## src/design/lspfe_pkg.sv

```systemverilog
package lspfe_pkg;

	// Field widths.
	localparam int OP_W      = 3;
	localparam int IDX_W     = 16;
	localparam int COORD_W   = 16;
	localparam int WORD_W    = 32;
	localparam int COLOR_W   = 29;
	localparam int RGB_W     = 24;
	localparam int BRIGHT_W  = 5;
	localparam int BYTE_W    = 8;
	localparam int CFG_W     = 9;
	localparam int CFG_IDX_W = 2;
	localparam int TYPE_W    = 2;
	localparam int SECT_W    = 2;
	localparam int SUB_W     = 4;

	// Opcodes.
	localparam logic [OP_W-1:0] OP_SET_IDX     = 3'd0;
	localparam logic [OP_W-1:0] OP_SET_IDX_RGB = 3'd1;
	localparam logic [OP_W-1:0] OP_SET_XY      = 3'd2;
	localparam logic [OP_W-1:0] OP_SET_XY_RGB  = 3'd3;
	localparam logic [OP_W-1:0] OP_GET         = 3'd4;
	localparam logic [OP_W-1:0] OP_CLEAR       = 3'd5;
	localparam logic [OP_W-1:0] OP_STREAM      = 3'd6;

	// Configuration register indexes.
	localparam logic [CFG_IDX_W-1:0] CFG_LED_TYPE    = 2'd0;
	localparam logic [CFG_IDX_W-1:0] CFG_ROW_WIDTH   = 2'd1;
	localparam logic [CFG_IDX_W-1:0] CFG_PIXEL_COUNT = 2'd2;

	// LED types.
	localparam logic [TYPE_W-1:0] LED_APA102 = 2'd0;
	localparam logic [TYPE_W-1:0] LED_WS_RGB = 2'd1;
	localparam logic [TYPE_W-1:0] LED_WS_GRB = 2'd2;
	localparam logic [TYPE_W-1:0] LED_SK6812 = 2'd3;

	// Reset values of the configuration registers.
	localparam logic [TYPE_W-1:0] RST_LED_TYPE    = LED_WS_RGB;
	localparam logic [CFG_W-1:0]  RST_ROW_WIDTH   = 9'd16;
	localparam logic [CFG_W-1:0]  RST_PIXEL_COUNT = 9'd256;

	// Frame sections; only APA102 frames use the header and footer.
	localparam logic [SECT_W-1:0] SECT_HDR  = 2'd0;
	localparam logic [SECT_W-1:0] SECT_BODY = 2'd1;
	localparam logic [SECT_W-1:0] SECT_FTR  = 2'd2;

	// Last byte number inside one pixel (or header/footer) per LED type.
	localparam logic [SUB_W-1:0] SUB_LAST_APA = 4'd3;
	localparam logic [SUB_W-1:0] SUB_LAST_WS  = 4'd2;
	localparam logic [SUB_W-1:0] SUB_LAST_SK  = 4'd11;

	localparam logic [BRIGHT_W-1:0] BRIGHT_RGB   = 5'd7;
	localparam logic [BYTE_W-1:0]   APA_HDR_BYTE = 8'h00;
	localparam logic [BYTE_W-1:0]   APA_FTR_BYTE = 8'hFF;
	localparam logic [2:0]          APA_LEAD     = 3'b111;

	typedef struct packed {
		logic [SECT_W-1:0] sect;
		logic [SUB_W-1:0]  sub;
	} frame_sel_t;

endpackage

```

## src/design/lspfe_mod.sv

```systemverilog
module lspfe_mod (
	input  logic                          clk,
	input  logic                          arst_n,
	input  logic                          go,
	input  logic [lspfe_pkg::COORD_W-1:0] dividend,
	input  logic [lspfe_pkg::CFG_W-1:0]   divisor,
	output logic                          done,
	output logic [lspfe_pkg::CFG_W-1:0]   rem
);
	import lspfe_pkg::*;

	localparam int CNT_W = $clog2(COORD_W);

	logic               busy_q;
	logic               done_q;
	logic [CNT_W-1:0]   cnt_q;
	logic [COORD_W-1:0] dvd_q;
	logic [CFG_W-1:0]   dvs_q;
	logic [CFG_W-1:0]   rem_q;
	logic [CFG_W:0]     trial;
	logic [CFG_W-1:0]   rem_nxt;

	// Restoring remainder, one dividend bit per cycle, MSB first.
	always_comb begin
		trial = {rem_q, dvd_q[COORD_W-1]};
		if (trial >= {1'b0, dvs_q}) begin
			rem_nxt = CFG_W'(trial - {1'b0, dvs_q});
		end else begin
			rem_nxt = CFG_W'(trial);
		end
	end

	always_ff @(posedge clk or negedge arst_n) begin
		if (!arst_n) begin
			busy_q <= 1'b0;
			done_q <= 1'b0;
			cnt_q  <= '0;
		end else begin
			done_q <= 1'b0;
			if (go) begin
				busy_q <= 1'b1;
				cnt_q  <= '0;
			end else if (busy_q) begin
				cnt_q <= cnt_q + CNT_W'(1);
				if (cnt_q == CNT_W'(COORD_W - 1)) begin
					busy_q <= 1'b0;
					done_q <= 1'b1;
				end
			end
		end
	end

	always_ff @(posedge clk) begin
		if (go) begin
			dvd_q <= dividend;
			dvs_q <= divisor;
			rem_q <= '0;
		end else if (busy_q) begin
			dvd_q <= {dvd_q[COORD_W-2:0], 1'b0};
			rem_q <= rem_nxt;
		end
	end

	assign done = done_q;
	assign rem  = rem_q;

endmodule

```

## config.mk

```make
export PLATFORM = sky130hd
export DESIGN_NAME = lspfe_mod
export DESIGN_NICKNAME = d
export VERILOG_FILES = /design/src/design/lspfe_pkg.sv /design/src/design/lspfe_mod.sv
export SDC_FILE = /design/constraint.sdc
export NUM_CORES = 1
export LEC_CHECK = 0
export BUFFER_PORTS_ARGS = -buffer_cell sky130_fd_sc_hd__buf_2
export CAP_MARGIN = 20
export CORE_UTILIZATION = 35
export DETAILED_ROUTE_END_ITERATION = 6
export PLACE_DENSITY_LB_ADDON = 0.25
export SYNTH_ARGS = -nofsm -noshare
export SYNTH_HDL_FRONTEND = slang
export SYNTH_SLANG_ARGS = --single-unit
```

## constraint.sdc

```tcl
create_clock -name clk -period 2.5 [get_ports clk]
set_input_delay 0.25 -clock clk [delete_from_list [all_inputs] [get_ports clk]]
set_output_delay 0.25 -clock clk [all_outputs]
set_load 0.01 [all_outputs]
```

Yosys cells after proc, flatten, opt, wreduce, memory -nomap -nowiden. Index checks and enable logic that the tools add are counted.

Flip-flop bits (word level): 40. Output and inout port bits: 10. Word-level logic and storage cells: 22.

Add/subtract/negate cells: 2. Magnitude comparators: 1. Equality and inequality tests: 1. Muxes and demuxes: 11. Reductions and logical operators: 1.

Operators with widths (number): 16-bit two-way mux (2); 10-bit by 9-bit >= comparator with 1-bit output (1); 9-bit two-way mux (1); 9-bit subtractor (1); 4-bit two-way mux (2); 1-bit two-way mux (6); 4-bit by 1-bit adder with 4-bit output (second input constant) (1); 4-bit equality test (second input constant) (1); 2-bit nonzero test (1).

Logic depth before layout (Yosys ltp). Gate-level depths: netlist (run 1).

Depth in word-level cells: 4. Mapped depth: 11.

Worst setup path before layout (run 1). OpenSTA, ideal clock, no wires.

Kind: register to register. Start: register dvd_q[15]. End: register rem_q[8], in the netlist rem[8]. Library setup time: 0.088 ns. Arrival: 2.185 ns. Data required time: 2.412 ns. Setup slack: 0.226 ns. Stages on the path, launching flop included: 11. Cells stage by stage: edfxtp_1 > inv_1 > ha_1 > inv_1 > fa_1 > a211oi_4 > nor3_1 > a2111oi_1 > xnor2_1 > nand2_1 > a311oi_2.

Cells in the longest elaborated chain, start to end: 2. Elaborated cells between the ends (all ways): 3.

Ends and longest elaborated chain: from (decl) (RTL line lspfe_mod.sv:17) `logic [COORD_W-1:0] dvd_q;`; from (signal assigned) (RTL line lspfe_mod.sv:55) `dvd_q <= dividend;`; from (signal assigned) (RTL line lspfe_mod.sv:59) `dvd_q <= {dvd_q[COORD_W-2:0], 1'b0};`; 9-bit subtractor or 10-bit by 9-bit >= comparator with 1-bit output (tied branches) (RTL line lspfe_mod.sv:27, lspfe_mod.sv:26); 9-bit two-way mux * (RTL line lspfe_mod.sv:26) `if (trial >= {1'b0, dvs_q}) begin`; to (signal assigned) (RTL line lspfe_mod.sv:60) `rem_q <= rem_nxt;`; to (decl) (RTL line lspfe_mod.sv:19) `logic [CFG_W-1:0] rem_q;`.

Mark *: on every way between the ends. The rest lies on a longest branch, timed or not. A chain may end at the register's enable or synchronous reset.

Worst setup path in the final report (run 1).
Start: register dvd_q[15]. End: register rem_q[1], in the netlist rem[1].

Same word-level chain as after synthesis.

==> results.toml, run 1 <==
[power_and_ir_drop]
power.leakage_uw = 0.00105
power.density_nw_per_um2 = 875
total_power_uw = 2150
ir_drop_mv = 0.369

[route]
routed_wl_um = 3960
drt_iter0_markers = 82
avgRoutedWirePerCell_um = 13.8
via_per_inst = 4.96
drc = 0
num_vias = 1424
ant_nets = 0
first_pass_iters = 5

[global_route]
overflow = 0
antenna_found_initial = 0
grtUsageMet3 = 0.0365
grt_usage = 0.139
grt_use_met1 = 0.182
grt-busiest-layer = "met2"
grt_pass1_vias = 1392
grt_first_pass_wirelength_um = 6420
grt_use_met2 = 0.224
grt_max_degree = 23

[setup_path]
cp-startpoint = "dvd_q[15]"
reg2reg_depth = 11
critPathLaunchType = "flip-flop"
r2r_end = "rem[1]"
rr_startpoint = "dvd_q[15]"
r2r_setup_slack_ns = 0.11
required_ns = 2.71
critPathMaxFanout = 6
cp-end-kind = "flip-flop"
setup.worst_path.class = "flip-flop to flip-flop"
cp_data_arrival_time_ns = 2.60

[die]
die_area_um2 = 6070
io_pins = 38
die_x_um = 77.9
core_um2 = 5540
die_h_um = 77.9
num_rows = 27
start_util = 0.364

[clocking]
clk_pin_slew_ns = 0.08
worst_skew_pair.late_latency_ns = 0.29
cts_buffers = 5
root_buffer = "clkbuf_8"
cts_buffer_depth = 2
cts_max_level = 2
tritoncts = "yes"
clock_sink_count = 40

[sta]
worst_clock_skew_ns = 0.00431
rsz0062_at_grt = "true"
final.setup.tns_ns = 0
finalCriticalPeriod_ns = 2.39
hold_viol_final = 0
drv_slew = 0
tightest_slew_ns = 0.601
min_period_over_period = 0.955
setup_viol = 0
slew_headroom = 0.599
max_freq_mhz = 419

[synthesis]
ys_ff_latch = 40
yosysSeqAreaShare = 0.536
synthCells = 167
syn-cell-area_um2 = 2020
ys_warn_count = 0
yosysUniqueCellTypes = 46
synth_edf_count = 25
async_reset_ff_frac = 0.150
ys.flop_type = "edfxtp_1"
avgSynthCellArea_um2 = 12.1
synthesis.nets = 206

[cells_and_area]
final_common_cell = "buf_2"
nFillCells = 559
antenna_cells = 0
fin_area_um2 = 2460
drive_gt1_frac = 0.363
fin_util = 0.445
layout_common_cells = "buf_2 (37), edfxtp_1 (25), mux2_2 (15), nor2_1 (15), inv_1 (11)"
instances_no_fill = 287
fin_nets = 253
area_delta_synth_final_pct = 22.1

[run_status]
status = "completed"

[placement]
dp.final_hpwl_um = 2860
portBuffers = 37
dp.cells = 277
dpl_cell_area_um2 = 2310
gp_congestion = 0.811

[min_path]
hold_class = "input pin to flip-flop"
whs_path_depth = 1
hold-path-endpoint = "dvs_q[4]"
min_from = "divisor[4]"

[job]
maxCapViolCount = 0
synthesized netlist by cell type, drive strengths merged (4+ instances only):
| library cell | n | area, µm² |
|---|---|---|
| dfxtp | 9 | 180 |
| dfrtp | 6 | 150 |
| o21a | 4 | 30.0 |
| xor2 | 5 | 43.8 |
| nand3 | 4 | 20.0 |
| ha | 10 | 125 |
| nand2 | 10 | 37.5 |
| o21ai | 6 | 30.0 |
| mux2 | 15 | 169 |
| edfxtp | 25 | 751 |
| nor2 | 16 | 60.1 |
| inv | 11 | 41.3 |
cell type report:
cell class | count | area (µm²) | share of cell area
tap | 72 | 90.1 | 0.0366
timing repair buffer | 45 | 248 | 0.101
inverter | 11 | 41.3 | 0.0168
multi-input combinational | 111 | 892 | 0.362
clock buffer | 5 | 68.8 | 0.0279
clock inverter | 3 | 42.5 | 0.0173
sequential | 40 | 1080 | 0.439
metrics by stage:
stage / hold slack, ns / setup WS, ns
after floorplan: -0.0456 / 0.226
after global placement: 0.0827 / 0.135
after detailed placement: 0.0799 / 0.0674
after CTS: 0.119 / 0.0468
after global routing: 0.116 / -0.0541
final: 0.127 / 0.112
kinds of logic (layout without fill, tap and decap cells):
group           Yosys count  count (layout)  share of synthesized area
simple gates             45              45                      0.104
flops                    40              40                      0.536
xor+xnor                  7               7                     0.0304
fa+ha+maj                11              11                     0.0720
compound gates           32              32                      0.135
buf+inv                  16              64                     0.0335
mux                      16              16                     0.0887
per-layer routing:
layer / vias up / share of wire
li1: 711 / -
met1: 675 / 0.46
met2: 31 / 0.48
met3: 7 / 0.040
met4: 0 / 0.015
met5: - / 0
power by group:
| part | internal, µW | total [µW] | switching [µW] | leakage, µW |
|---|---|---|---|---|
| registers | 799 | 869 | 70.4 | 0.000409 |
| logic | 356 | 758 | 403 | 0.000588 |
| clock network | 295 | 527 | 232 | 0.0000541 |
| total | 1450 | 2150 | 705 | 0.00105 |
sequential cells by signal, summed over array words and instances (netlist names):
register	count
cnt_q	4
busy_q	1
rem	9
done	1
dvd_q	16
dvs_q	9
worst max path at each step:
stage	endpoint	slack (ns)
after global routing	rem[6]	-0.05
final	rem[1]	0.11
after floorplan	rem[8]	0.23
after detailed placement	rem[6]	0.07
after CTS	rem[1]	0.05
after global placement	rem[8]	0.14
what timing repair did:
item,in CTS,in global routing
hold endpoints to repair,6,0
gates resized for setup,0,5
setup endpoints to repair,0,7
buffers inserted,0,1
hold buffers,1,0
worst max-delay path, stage by stage (launching register included):
cell and delay, ns:
edfxtp_1 0.39, inv_1 0.07, ha_1 0.15, inv_1 0.05
fa_2 0.37, a211oi_4 0.33, o21ai_1 0.13, a41oi_2 0.22
or2_1 0.15, buf_4 0.14, nand2_1 0.06, a311oi_2 0.24
(Power assumes the default switching activity.)
==> run 2: changes to the inputs <==
REMOVE_ABC_BUFFERS = 1   (was default)
==> run 2 against run 1 <==
  * Total power is 2.7% lower
  * Die area did not move
  * Worst hold slack lost 0.0076 ns
  * Sequential share of layout area about the same
  * Critical endpoint is now rem[0]
  * Highest routed layer unchanged
==> results.toml, run 2 (synthesis gave the netlist of run 1 again) <==
[sta]
drv_slew = 0
rsz0062_at_grt = "false"
min_period_over_period = 0.934
finalCriticalPeriod_ns = 2.34
tightest_slew_ns = 0.608
final.setup.tns_ns = 0
hold_viol_final = 0
worst_clock_skew_ns = 0.00970
setup_viol = 0
max_freq_mhz = 428
slew_headroom = 0.595

[setup_path]
cp-end-kind = "flip-flop"
rr_startpoint = "dvd_q[15]"
cp_data_arrival_time_ns = 2.56
reg2reg_depth = 12
required_ns = 2.72
setup.worst_path.class = "flip-flop to flip-flop"
r2r_end = "rem[0]"
cp-startpoint = "dvd_q[15]"
critPathLaunchType = "flip-flop"
critPathMaxFanout = 5
r2r_setup_slack_ns = 0.16

[global_route]
overflow = 0
grt_first_pass_wirelength_um = 6410
grt-busiest-layer = "met2"
grt_use_met2 = 0.217
grt_pass1_vias = 1404
grt_max_degree = 22
grt_use_met1 = 0.174
grtUsageMet3 = 0.0447
grt_usage = 0.137
antenna_found_initial = 0

[route]
routed_wl_um = 3800
first_pass_iters = 4
via_per_inst = 4.85
avgRoutedWirePerCell_um = 13.2
drt_iter0_markers = 50
num_vias = 1402
ant_nets = 0
drc = 0

[die]
num_rows = 27
die_area_um2 = 6070
die_x_um = 77.9
io_pins = 38
die_h_um = 77.9
core_um2 = 5540
start_util = 0.364

[clocking]
root_buffer = "clkbuf_8"
cts_buffer_depth = 2
cts_buffers = 5
clock_sink_count = 40
cts_max_level = 2
tritoncts = "yes"
clk_pin_slew_ns = 0.09
worst_skew_pair.late_latency_ns = 0.30

[run_status]
status = "completed"

[cells_and_area]
final-seq-area_um2 = 1080
area_delta_synth_final_pct = 22.2
fin_nets = 255
largest_reg_flops = 16
drive_gt1_frac = 0.382
top_register = "dvd_q"
layout_common_cells = "buf_2 (37), edfxtp_1 (25), mux2_2 (15), nor2_1 (15), inv_1 (10)"
nFillCells = 555
antenna_cells = 0
multi_input_area_um2 = 901
final_common_cell = "buf_2"
instances_no_fill = 289

[placement]
dp.final_hpwl_um = 2720
gp_congestion = 0.790
portBuffers = 37
dp.cells = 275

[job]
maxCapViolCount = 0

[power_and_ir_drop]
power.density_nw_per_um2 = 851
ir_drop_mv = 0.407
power.leakage_uw = 0.00105

[min_path]
whs_path_depth = 1
hold_class = "input pin to flip-flop"
hold-path-endpoint = "dvs_q[2]"
min_from = "divisor[2]"
run 2: cell count changes in the layout (fill, tap and decap cells not counted), sizes merged:
cell	delta
buf	+2
bufinv	-1
clkbuf	+1
run 2: area by class of cell:
class                           count  share of cell area
Multi-Input combinational cell    111               0.365
Sequential cell                    40               0.439
Clock buffer                        6              0.0294
Tap cell                           72              0.0365
Inverter                           11              0.0168
Timing Repair Buffer               47               0.108
Clock inverter                      2             0.00508
run 2: how the worst max path moves through the flow:
stage | endpoint | slack, ns | cells past startpoint
after global placement | rem[8] | 0.13 | 10
after global routing | rem[1] | 0.007 | 11
after detailed placement | rem[6] | 0.07 | 10
final | rem[0] | 0.16 | 12
after CTS | rem[6] | 0.05 | 10
after floorplan | rem[1] | 0.19 | 10
run 2: timing repair:
action,in CTS,in global routing
hold buffers,1,0
setup endpoints to repair,0,9
hold endpoints to repair,6,0
gates resized for setup,0,10
setup buffers,0,5
run 2: power breakdown:
group          switching (µW)  total (µW)  internal, µW
clock network             234         429           195
registers                74.3         873           799
logic                     399         795           396
total                     707        2100          1390
run 2: worst max-delay path: stages, from the launching register on:
cell and delay, ns:
edfxtp_1 0.39, inv_1 0.07, ha_2 0.18, inv_2 0.04
fa_2 0.36, a211oi_4 0.34, o21ai_2 0.09, a41oi_2 0.19
or2_1 0.16, buf_6 0.12, buf_4 0.10, nand2_1 0.06
a211oi_2 0.16
run 2: metrics by stage:
step	utilization	cell area [µm²]	worst slack (ns)	power, µW	hold slack, ns
2_1_floorplan	-	1990	0.192	1360	-0.0456
3_3_place_gp	0.414	2300	0.135	1580	0.0822
3_5_place_dp	0.414	2300	0.0683	1570	0.0829
4_1_cts	0.432	2390	0.0509	2010	0.114
5_1_grt	0.445	2460	0.00706	2240	0.111
6_report	0.445	2460	0.164	2100	0.119
run 2: metal layers:
layer	part of all wire	up-vias
met2	0.45	33
met4	0.014	0
li1	-	711
met1	0.48	650
met5	0	-
met3	0.053	8
