### src/design/lspfe_pkg.sv
package lspfe_pkg;

	// Field widths.
	localparam int OP_W      = 3;
	localparam int IDX_W     = 16;
	localparam int COORD_W   = 16;
	localparam int WORD_W    = 32;
	localparam int COLOR_W   = 29;
	localparam int RGB_W     = 24;
	localparam int BRIGHT_W  = 5;
	localparam int BYTE_W    = 8;
	localparam int CFG_W     = 9;
	localparam int CFG_IDX_W = 2;
	localparam int TYPE_W    = 2;
	localparam int SECT_W    = 2;
	localparam int SUB_W     = 4;

	// Opcodes.
	localparam logic [OP_W-1:0] OP_SET_IDX     = 3'd0;
	localparam logic [OP_W-1:0] OP_SET_IDX_RGB = 3'd1;
	localparam logic [OP_W-1:0] OP_SET_XY      = 3'd2;
	localparam logic [OP_W-1:0] OP_SET_XY_RGB  = 3'd3;
	localparam logic [OP_W-1:0] OP_GET         = 3'd4;
	localparam logic [OP_W-1:0] OP_CLEAR       = 3'd5;
	localparam logic [OP_W-1:0] OP_STREAM      = 3'd6;

	// Configuration register indexes.
	localparam logic [CFG_IDX_W-1:0] CFG_LED_TYPE    = 2'd0;
	localparam logic [CFG_IDX_W-1:0] CFG_ROW_WIDTH   = 2'd1;
	localparam logic [CFG_IDX_W-1:0] CFG_PIXEL_COUNT = 2'd2;

	// LED types.
	localparam logic [TYPE_W-1:0] LED_APA102 = 2'd0;
	localparam logic [TYPE_W-1:0] LED_WS_RGB = 2'd1;
	localparam logic [TYPE_W-1:0] LED_WS_GRB = 2'd2;
	localparam logic [TYPE_W-1:0] LED_SK6812 = 2'd3;

	// Reset values of the configuration registers.
	localparam logic [TYPE_W-1:0] RST_LED_TYPE    = LED_WS_RGB;
	localparam logic [CFG_W-1:0]  RST_ROW_WIDTH   = 9'd16;
	localparam logic [CFG_W-1:0]  RST_PIXEL_COUNT = 9'd256;

	// Frame sections; only APA102 frames use the header and footer.
	localparam logic [SECT_W-1:0] SECT_HDR  = 2'd0;
	localparam logic [SECT_W-1:0] SECT_BODY = 2'd1;
	localparam logic [SECT_W-1:0] SECT_FTR  = 2'd2;

	// Last byte number inside one pixel (or header/footer) per LED type.
	localparam logic [SUB_W-1:0] SUB_LAST_APA = 4'd3;
	localparam logic [SUB_W-1:0] SUB_LAST_WS  = 4'd2;
	localparam logic [SUB_W-1:0] SUB_LAST_SK  = 4'd11;

	localparam logic [BRIGHT_W-1:0] BRIGHT_RGB   = 5'd7;
	localparam logic [BYTE_W-1:0]   APA_HDR_BYTE = 8'h00;
	localparam logic [BYTE_W-1:0]   APA_FTR_BYTE = 8'hFF;
	localparam logic [2:0]          APA_LEAD     = 3'b111;

	typedef struct packed {
		logic [SECT_W-1:0] sect;
		logic [SUB_W-1:0]  sub;
	} frame_sel_t;

endpackage

### src/design/lspfe_fmt.sv
module lspfe_fmt (
	input  logic [lspfe_pkg::TYPE_W-1:0]  led_type,
	input  lspfe_pkg::frame_sel_t         sel,
	input  logic [lspfe_pkg::COLOR_W-1:0] pixel,
	output logic [lspfe_pkg::BYTE_W-1:0]  wire_byte
);
	import lspfe_pkg::*;

	logic [BYTE_W-1:0]   chan_r;
	logic [BYTE_W-1:0]   chan_g;
	logic [BYTE_W-1:0]   chan_b;
	logic [BRIGHT_W-1:0] bright;
	logic [BYTE_W-1:0]   sk_chan;
	logic [1:0]          pair;
	logic [BYTE_W-1:0]   sk_byte;
	logic [BYTE_W-1:0]   apa_byte;
	logic [BYTE_W-1:0]   ws_byte;

	assign chan_b = pixel[7:0];
	assign chan_g = pixel[15:8];
	assign chan_r = pixel[23:16];
	assign bright = pixel[COLOR_W-1:RGB_W];

	// SK6812: four wire bytes per color byte, two data bits each, 0 as 1000 and 1 as 1100.
	always_comb begin
		case (sel.sub[3:2])
			2'd0:    sk_chan = chan_g;
			2'd1:    sk_chan = chan_r;
			default: sk_chan = chan_b;
		endcase
		case (sel.sub[1:0])
			2'd0:    pair = sk_chan[7:6];
			2'd1:    pair = sk_chan[5:4];
			2'd2:    pair = sk_chan[3:2];
			default: pair = sk_chan[1:0];
		endcase
		sk_byte = {1'b1, pair[1], 2'b00, 1'b1, pair[0], 2'b00};
	end

	always_comb begin
		apa_byte = APA_HDR_BYTE;
		case (sel.sect)
			SECT_BODY: begin
				case (sel.sub[1:0])
					2'd0:    apa_byte = {APA_LEAD, bright};
					2'd1:    apa_byte = chan_b;
					2'd2:    apa_byte = chan_g;
					default: apa_byte = chan_r;
				endcase
			end
			SECT_FTR: apa_byte = APA_FTR_BYTE;
			default:  apa_byte = APA_HDR_BYTE;
		endcase
	end

	always_comb begin
		case (sel.sub[1:0])
			2'd0:    ws_byte = (led_type == LED_WS_RGB) ? chan_r : chan_g;
			2'd1:    ws_byte = (led_type == LED_WS_RGB) ? chan_g : chan_r;
			default: ws_byte = chan_b;
		endcase
	end

	always_comb begin
		unique case (led_type)
			LED_APA102: wire_byte = apa_byte;
			LED_SK6812: wire_byte = sk_byte;
			default:    wire_byte = ws_byte;
		endcase
	end

endmodule
### config.mk
export PLATFORM = sky130hd
export DESIGN_NAME = lspfe_fmt
export DESIGN_NICKNAME = d
export VERILOG_FILES = /design/src/design/lspfe_pkg.sv /design/src/design/lspfe_fmt.sv
export SDC_FILE = /design/constraint.sdc
export NUM_CORES = 1
export LEC_CHECK = 0
export BUFFER_PORTS_ARGS = -buffer_cell sky130_fd_sc_hd__buf_2
export CAP_MARGIN = 30
export CORE_MARGIN = 1
export CORE_UTILIZATION = 50
export DETAILED_ROUTE_END_ITERATION = 10
export MAX_ROUTING_LAYER = met4
export PLACE_DENSITY = 0.93
export SYNTH_ARGS = -nofsm -noshare
export SYNTH_HDL_FRONTEND = slang
export SYNTH_SLANG_ARGS = --single-unit
export TNS_END_PERCENT = 50
### constraint.sdc
create_clock -name vclk -period 3.8
set_input_delay 0.57 -clock vclk [all_inputs]
set_output_delay 0.57 -clock vclk [all_outputs]
set_load 0.01 [all_outputs]
* Word level (Yosys, flattened, before mapping)
Index checks and enable logic that the tools add are counted.
Widths: inputs -> output; s select.
** Word-level totals
- Register bits after elaboration :: 0
- Bits of input ports :: 37
** Operators by class
- Reductions and logical operators :: 3
- Equal/unequal tests :: 7
- Muxes and demuxes :: 8
** Operator list (number)
- $pmux 8 s2 :: 4
- $pmux 8 s3 :: 1
- $mux 8 :: 2
- $eq 2x1->1 const B :: 4
- $eq 2x2->1 const B :: 3
- $logic_not 2->1 :: 3
- $pmux 2 s3 :: 1

* Logic depth before layout (Yosys ltp)
Gate-level depths: netlist of run 1.
- Depth in word-level cells :: 4
- Gate-level depth with buffers :: 7

* Worst setup path before layout of run 1
OpenSTA, ideal clock, no wires.
- Kind :: input-to-output
- From :: in led_type[1] (netlist name)
- To :: out wire_byte[7] (netlist name)
- Data arrival time :: 2105 ps
- Stages on the path :: 6
- Buffers on the path :: 0
- Slack :: 1125 ps
- Cells stage by stage :: inv_1 -> ha_1 -> xnor2_1 -> mux2_2 -> o211ai_1 -> o211ai_1
** Between the ends
- Cells in the longest elaborated chain, start to end :: 4
- Elaborated cells on any way between the ends :: 7
- Those cells by class :: eq/ne (2); mux (4); reduce/logical (1)
** RTL lines
- start, declared :: RTL line lspfe_fmt.sv:2 : input logic [lspfe_pkg::TYPE_W-1:0] led_type,
- $eq 2x1->1 :: RTL line lspfe_fmt.sv:58, lspfe_fmt.sv:59
- $mux 8, on equally long branches :: RTL line lspfe_fmt.sv:59, lspfe_fmt.sv:58
- $pmux 8 s2 :: RTL line lspfe_fmt.sv:57 : case (sel.sub[1:0])
- $pmux 8 s2 (*) :: RTL line lspfe_fmt.sv:65 : unique case (led_type)
- end, declared :: RTL line lspfe_fmt.sv:5 : output logic [lspfe_pkg::BYTE_W-1:0] wire_byte
Mark *: on every way between the ends. The rest lies on a longest branch, timed or not.

* Worst setup path after layout of run 1
- From :: in sel[2] (netlist name)
- To :: out wire_byte[2] (netlist name)
** Between the ends
- Cells in the longest elaborated chain, start to end :: 4
- Elaborated cells on any way between the ends :: 5
- Those cells by class :: eq/ne (1); mux (3); reduce/logical (1)
** RTL lines
- start, declared :: RTL line lspfe_fmt.sv:3 : input lspfe_pkg::frame_sel_t sel,
- $eq 2x1->1 or $logic_not 2->1 (tied branches) :: RTL line lspfe_fmt.sv:26 : case (sel.sub[3:2])
- $pmux 8 s2 (*) :: RTL line lspfe_fmt.sv:26
- $pmux 2 s3 (*) :: RTL line lspfe_fmt.sv:31 : case (sel.sub[1:0])
- $pmux 8 s2 (*) :: RTL line lspfe_fmt.sv:65
Marks and branches as above.

==> flow_summary.ini, run 1 <==
[final_layout]
final_common_cell = buf_2
num-clock-buffers = 0
final_util_pct = 67.7
ff_latch_area_um2 = 0
nets = 176
area_growth_pct = 24.8
final_cell_mix = buf_2 (45), mux2_2 (9), mux4_2 (9), mux2i_1 (9), a21oi_1 (9)
design.seq.count = 0
drive_gt1_share_pct = 49.2
insertedDiodeCount = 0

[floorplan]
die_w_um = 42.6
die-area_um2 = 1820
pin_count = 45
fp.dieH_um = 42.6
core_um2 = 1520
num_rows = 14
start_util_pct = 54.2

[power_and_ir_drop]
vdd_drop_max_mv = 0.0767
pwr-share-seq_pct = 0
p_switching_mw = 0.0626
p_comb_share_pct = 100.0
total_power_mw = 0.132
intPower_mw = 0.0697
p_sw_share_pct = 47.4
clockPowerShare_pct = 0
power.density_nw_per_um2 = 128
leakage_nw = 0.494

[synthesis]
seq_area_frac_synth_pct = 0
synthCells = 96
synth.avg_cell_area_um2 = 8.60
synth_nets = 138
synthesis.area_um2 = 826
synth.lib_cells_used.distinct = 27
yosysWarnings = 0

[run]
cap_violations = 0

[worst_setup_path]
crit_path_start = sel[2]
slowest_stage = mux4_2
crit_end = wire_byte[2]
start_kind = input pin
required_ns = 3.23
cpPeakStageDelay_ns = 0.45
end_kind = output port
arrival_ns = 2.32
cp_cell_sequence = buf_2, mux2_2, mux4_2, mux2_2, a221o_1, buf_2
worstSetupPathType = in -> out
worst-path-max-fanout = 8

[timing]
hold_viol = 0
fmax_mhz = 346
slew_violations = 0
fin_crit_sh_pct = 76.0
finalSetupViolations = 0
rsz0062_at_grt = no
min_period_ns = 2.89
maxSlewHeadroom_pct = 66.7
hold_slack_ns = 1.58
tns_ns = 0
tightest_slew_ns = 0.500

[global_routing]
grt_max_degree = 31
first_global_vias = 873
grt_util_all_layers_pct = 27.0
grt-ovfl-total = 0
antenna_found_initial = 0
grt_pass1_wl_um = 3840

[hold_path]
hp-start = pixel[4]
min_path_type = in -> out

[routing]
viasPerCell = 6.13
vias = 907
dr.pass1.iters = 4
drt_wl_total_um = 2200
wl_per_cell_um = 14.8
drc = 0
antenna_left = 0
initialDrtViolationCount = 21

[placement]
gp_congestion = 0.851
hpwl_um = 1680
port_buffers = 45

[run_status]
status = finished, final reports clean

[clock_network]
postCtsSetupRepairBufs = 0
postCtsHoldBufs = 0
post_cts_resize_count = 0
## critical path: cells and delay by family
| family | cells | cell delay, ns |
|---|---|---|
| compound gates | 1 | 0.34 |
| buf+inv | 2 | 0.33 |
| mux | 3 | 1.08 |
## stage by stage
step	std cells	worst slack (ns)	instance area (um2)
after floorplan	96	1.12	826
after global placement	148	0.944	1030
after CTS	148	0.916	1030
final	148	0.913	1030
after detailed placement	148	0.917	1030
after global routing	148	0.861	1030
## logic make-up after synthesis
| kind of cell | Yosys count | synth area share, % |
|---|---|---|
| simple gates | 19 | 12.3 |
| compound gates | 27 | 20.6 |
| fa+ha+maj | 5 | 7.58 |
| xor+xnor | 1 | 1.06 |
| mux | 29 | 50.5 |
| buf+inv | 15 | 8.03 |
## layout make-up
cell class | instances | area, um2
Tap cell | 16 | 20.0
Multi-Input combinational cell | 81 | 759
Inverter | 5 | 18.8
Fill cell | 137 | 493
Timing Repair Buffer | 46 | 233
## worst min-delay path by stage
stage               slack, ns  depth (start not counted)      endpoint
floorplan                1.38                          3  wire_byte[3]
global placement         1.57                          5  wire_byte[5]
detailed placement       1.58                          5  wire_byte[5]
CTS                      1.59                          5  wire_byte[4]
global route             1.62                          5  wire_byte[3]
finish                   1.58                          5  wire_byte[4]
## Yosys cell counts, drive strengths merged
cell      n  share of area [%]
a211oi    1               0.91
mux2     11                 15
nand2     7                3.2
o21bai    1               0.91
mux4      9                 25
a21o      1               0.91
ha        5                7.6
nand3     1               0.61
inv       5                2.3
nand2b    3                2.3
o211ai    3                2.7
nand4     1               0.76
buf       5                3.5
nor3b     3                2.7
nor2      2               0.91
xnor2     1                1.1
a21oi     9                5.5
a221o     1                1.2
o21ai     7                4.2
mux2i     9                 11
o2bb2ai   4                4.2
nor2b     1               0.76
or3b      1                1.1
clkbuf    5                2.3
## power by group through the flow
stage / Sequential, mW / Clock, mW / Combinational [mW]
after CTS: 0 / 0 / 0.132
after floorplan: 0 / 0 / 0.0853
after global placement: 0 / 0 / 0.127
final: 0 / 0 / 0.132
after global routing: 0 / 0 / 0.145
after detailed placement: 0 / 0 / 0.131
## routing by layer
metal	part of all wire (%)	vias to the layer above	track usage [%]
met5	0	-	-
met4	0	0	1.88
met3	5.6	0	0.431
met2	50	42	48.5
met1	44	420	35.3
li1	-	445	-
(Power assumes the default switching activity.)
==> run 2, diff against run 1 <==
- CORE_UTILIZATION: 50 -> 48
- PLACE_DENSITY: 0.93 -> 0.9
- clock period: 3.8 -> 3 ns (I/O delays scaled with it)
==> flow_summary.ini, run 2 (synthesis results as in run 1) <==
[routing]
highest_layer = met4
wl_met1_um = 890
initialDrtViolationCount = 34
antenna_left = 0
dr_wl_met3_um = 142
wl_met2_um = 1240
vias = 939
wl_per_cell_um = 15.3
viasPerCell = 6.26
dr.pass1.iters = 7
drc = 8
drt_wl_total_um = 2300

[placement]
gp_congestion = 0.872
dp.cells = 150
placed_cell_area_um2 = 1050
port_buffers = 45
hpwl_um = 1840

[hold_path]
min_path_type = in -> out

[final_layout]
drive_gt1_share_pct = 50.0
final_cells = 150
area_growth_pct = 26.7
num-clock-buffers = 0
final_cell_mix = buf_2 (45), mux2_2 (9), mux4_2 (9), mux2i_1 (9), a21oi_1 (9)
nets = 178
insertedDiodeCount = 0
design.seq.count = 0
fin_area_um2 = 1050
ff_latch_area_um2 = 0
final_common_cell = buf_2

[worst_setup_path]
cp_cell_sequence = buf_2, mux2_2, mux4_2, mux2_2, a221o_1, buf_2
worstSetupPathType = in -> out
critPathTopFamily = multiplexers
worst-path-max-fanout = 8
crit_buf_inv = 2
start_kind = input pin
end_kind = output port
arrival_ns = 2.20
slowest_stage = mux4_2
cpPeakStageDelay_ns = 0.46
required_ns = 2.55

[timing]
slew_violations = 0
maxSlewHeadroom_pct = 66.9
finalSetupViolations = 0
rsz0062_at_grt = no
min_period_ns = 2.65
tns_ns = 0
hold_viol = 0
fin_crit_sh_pct = 88.4
fmax_mhz = 377
tightest_slew_ns = 0.496

[clock_network]
post_cts_resize_count = 0
postCtsSetupRepairBufs = 0
postCtsHoldBufs = 0

[global_routing]
grt-ovfl-total = 0
grt_util_all_layers_pct = 25.2
antenna_found_initial = 0
first_global_vias = 864
grt_pass1_wl_um = 3650
grt_max_degree = 31

[power_and_ir_drop]
power.density_nw_per_um2 = 163
clockPowerShare_pct = 0
pwr-share-seq_pct = 0
leakage_nw = 0.503
p_switching_mw = 0.0801
total_power_mw = 0.171
intPower_mw = 0.0905
p_sw_share_pct = 46.9
vdd_drop_max_mv = 0.0940
p_comb_share_pct = 100.0

[floorplan]
pin_count = 45
fp.dieH_um = 43.5
die_w_um = 43.5
num_rows = 14
core_um2 = 1560
start_util_pct = 53.0
die-area_um2 = 1890

[run_status]
status = complete, but fails checks
violations = design-rule violations

[run]
cap_violations = 0
==> run 2: cell types whose count changed in the layout (fill, tap and decap cells not counted), sizes merged <==
cell	change
buf	+2
==> run 2: metrics by stage <==
step | setup WS [ns] | hold slack, ns | util, %
after global routing | 0.328 | 1.36 | 67.1
after detailed placement | 0.348 | 1.32 | 67.1
after global placement | 0.387 | 1.33 | 67.1
final | 0.347 | 1.33 | 67.1
after floorplan | 0.565 | 1.14 | -
after CTS | 0.348 | 1.33 | 67.1
==> run 2: power groups by stage <==
stage                     clock network, mW  logic [mW]  registers, mW
after floorplan                           0       0.108              0
after global placement                    0       0.163              0
after CTS                                 0       0.170              0
after detailed placement                  0       0.170              0
after global routing                      0       0.185              0
final                                     0       0.171              0
==> run 2: path summary, 6_finish.rpt <==
kind | start | endpoint | slack (ns) | cells after the start
setup / recovery | sel[2] | wire_byte[2] | 0.35 | 6
hold / removal | pixel[4] | wire_byte[4] | 1.33 | 5
==> run 2: final cells by class <==
type / instances / area (um2)
Multi-Input combinational cell: 81 / 759
Fill cell: 140 / 513
Timing Repair Buffer: 48 / 248
Tap cell: 16 / 20.0
Inverter: 5 / 18.8
==> run 2: layer usage <==
metal / up-vias / GRT usage [%]
met5: - / -
met1: 440 / 29.6
li1: 447 / -
met2: 48 / 47.3
met4: 0 / 5.00
met3: 4 / 1.25
==> run 3, diff against run 2 <==
- BUFFER_PORTS_ARGS: -buffer_cell sky130_fd_sc_hd__buf_2 -> not set
- CORE_UTILIZATION: 48 -> 50
- DONT_BUFFER_PORTS: not set -> 1
- PLACE_DENSITY: 0.9 -> 0.7
==> flow_summary.ini, run 3 (synthesis results as in run 1) <==
[routing]
vias = 734
viasPerCell = 7.13
initialDrtViolationCount = 11
antenna_left = 0
dr.pass1.iters = 4
drt_wl_total_um = 1950
drc = 0
wl_per_cell_um = 19.0

[floorplan]
die-area_um2 = 1820
pin_count = 45
start_util_pct = 54.2
die_w_um = 42.6
core_um2 = 1520
fp.dieH_um = 42.6
num_rows = 14

[final_layout]
nFillCells = 147
nets = 131
multi_input_area_um2 = 759
final_cell_mix = mux2_2 (9), mux4_2 (9), mux2i_1 (9), a21oi_1 (9)
area_growth_pct = -2.42
ff_latch_area_um2 = 0
design.seq.count = 0
num-clock-buffers = 0
drive_gt1_share_pct = 23.0
insertedDiodeCount = 0
fin_area_um2 = 806

[worst_setup_path]
arrival_ns = 1.91
crit_end = wire_byte[2]
end_kind = output port
worstSetupPathType = in -> out
crit_path_start = sel[2]
required_ns = 2.55
start_kind = input pin
worst-path-max-fanout = 8

[placement]
gp_congestion = 0.824
preCtsSetupSlack_ns = 0.642
hpwl_um = 1550
port_buffers = 0
placed_cell_area_um2 = 806

[power_and_ir_drop]
power.density_nw_per_um2 = 141
leakage_nw = 0.311
vdd_drop_max_mv = 0.0840
total_power_mw = 0.113

[timing]
fin_crit_sh_pct = 78.6
hold_viol = 0
tns_ns = 0
timing.final.ws_setup_ns = 0.642
tightest_slew_ns = 0.332
rsz0062_at_grt = no
fmax_mhz = 424
hold_slack_ns = 1.13
min_period_ns = 2.36
finalSetupViolations = 0
maxSlewHeadroom_pct = 77.8
slew_violations = 0

[hold_path]
min_path_type = in -> out
hp-start = sel[1]

[clock_network]
postCtsSetupRepairBufs = 0
postCtsHoldBufs = 0
post_cts_resize_count = 0

[run_status]
status = finished, final reports clean

[global_routing]
grt-ovfl-total = 0
antenna_found_initial = 0
grt_pass1_wl_um = 3300
grt_max_degree = 31
first_global_vias = 792
grt_util_all_layers_pct = 23.2

[run]
cap_violations = 0
-- run 3: worst min path at each step --
stage                              end  depth (start not counted)  slack (ns)
final                     wire_byte[6]                          2        1.13
after global placement    wire_byte[6]                          2        1.11
after CTS                 wire_byte[6]                          2        1.11
after detailed placement  wire_byte[6]                          2        1.11
after global routing      wire_byte[6]                          2        1.15
after floorplan           wire_byte[3]                          3        1.14
-- run 3: cell type report --
cell class | count | area share (%)
Multi-Input combinational cell | 81 | 94.3
Inverter | 5 | 2.33
Tap cell | 16 | 2.48
Timing Repair Buffer | 1 | 0.932
-- run 3: report_power, final --
group          switching, mW  internal [mW]
Clock                      0              0
Combinational         0.0491         0.0643
Sequential                 0              0
Total                 0.0491         0.0643
-- run 3: metal layers --
| metal | wire [um] | vias to the layer above | global-route usage, % |
|---|---|---|---|
| li1 | - | 348 | - |
| met1 | 788 | 347 | 30.7 |
| met2 | 991 | 37 | 40.3 |
| met3 | 157 | 2 | 1.72 |
| met4 | 15 | 0 | 1.88 |
| met5 | 0 | - | - |
-- run 3: critical path: stages --
cell and delay, ns:
mux2_2 0.30, mux4_2 0.47, mux2_2 0.29, a221o_1 0.40
-- run 3: stage by stage --
stage / utilization [%] / std cells
after global placement: 52.9 / 103
after floorplan: - / 96
after global routing: 52.9 / 103
after detailed placement: 52.9 / 103
final: 52.9 / 103
after CTS: 52.9 / 103
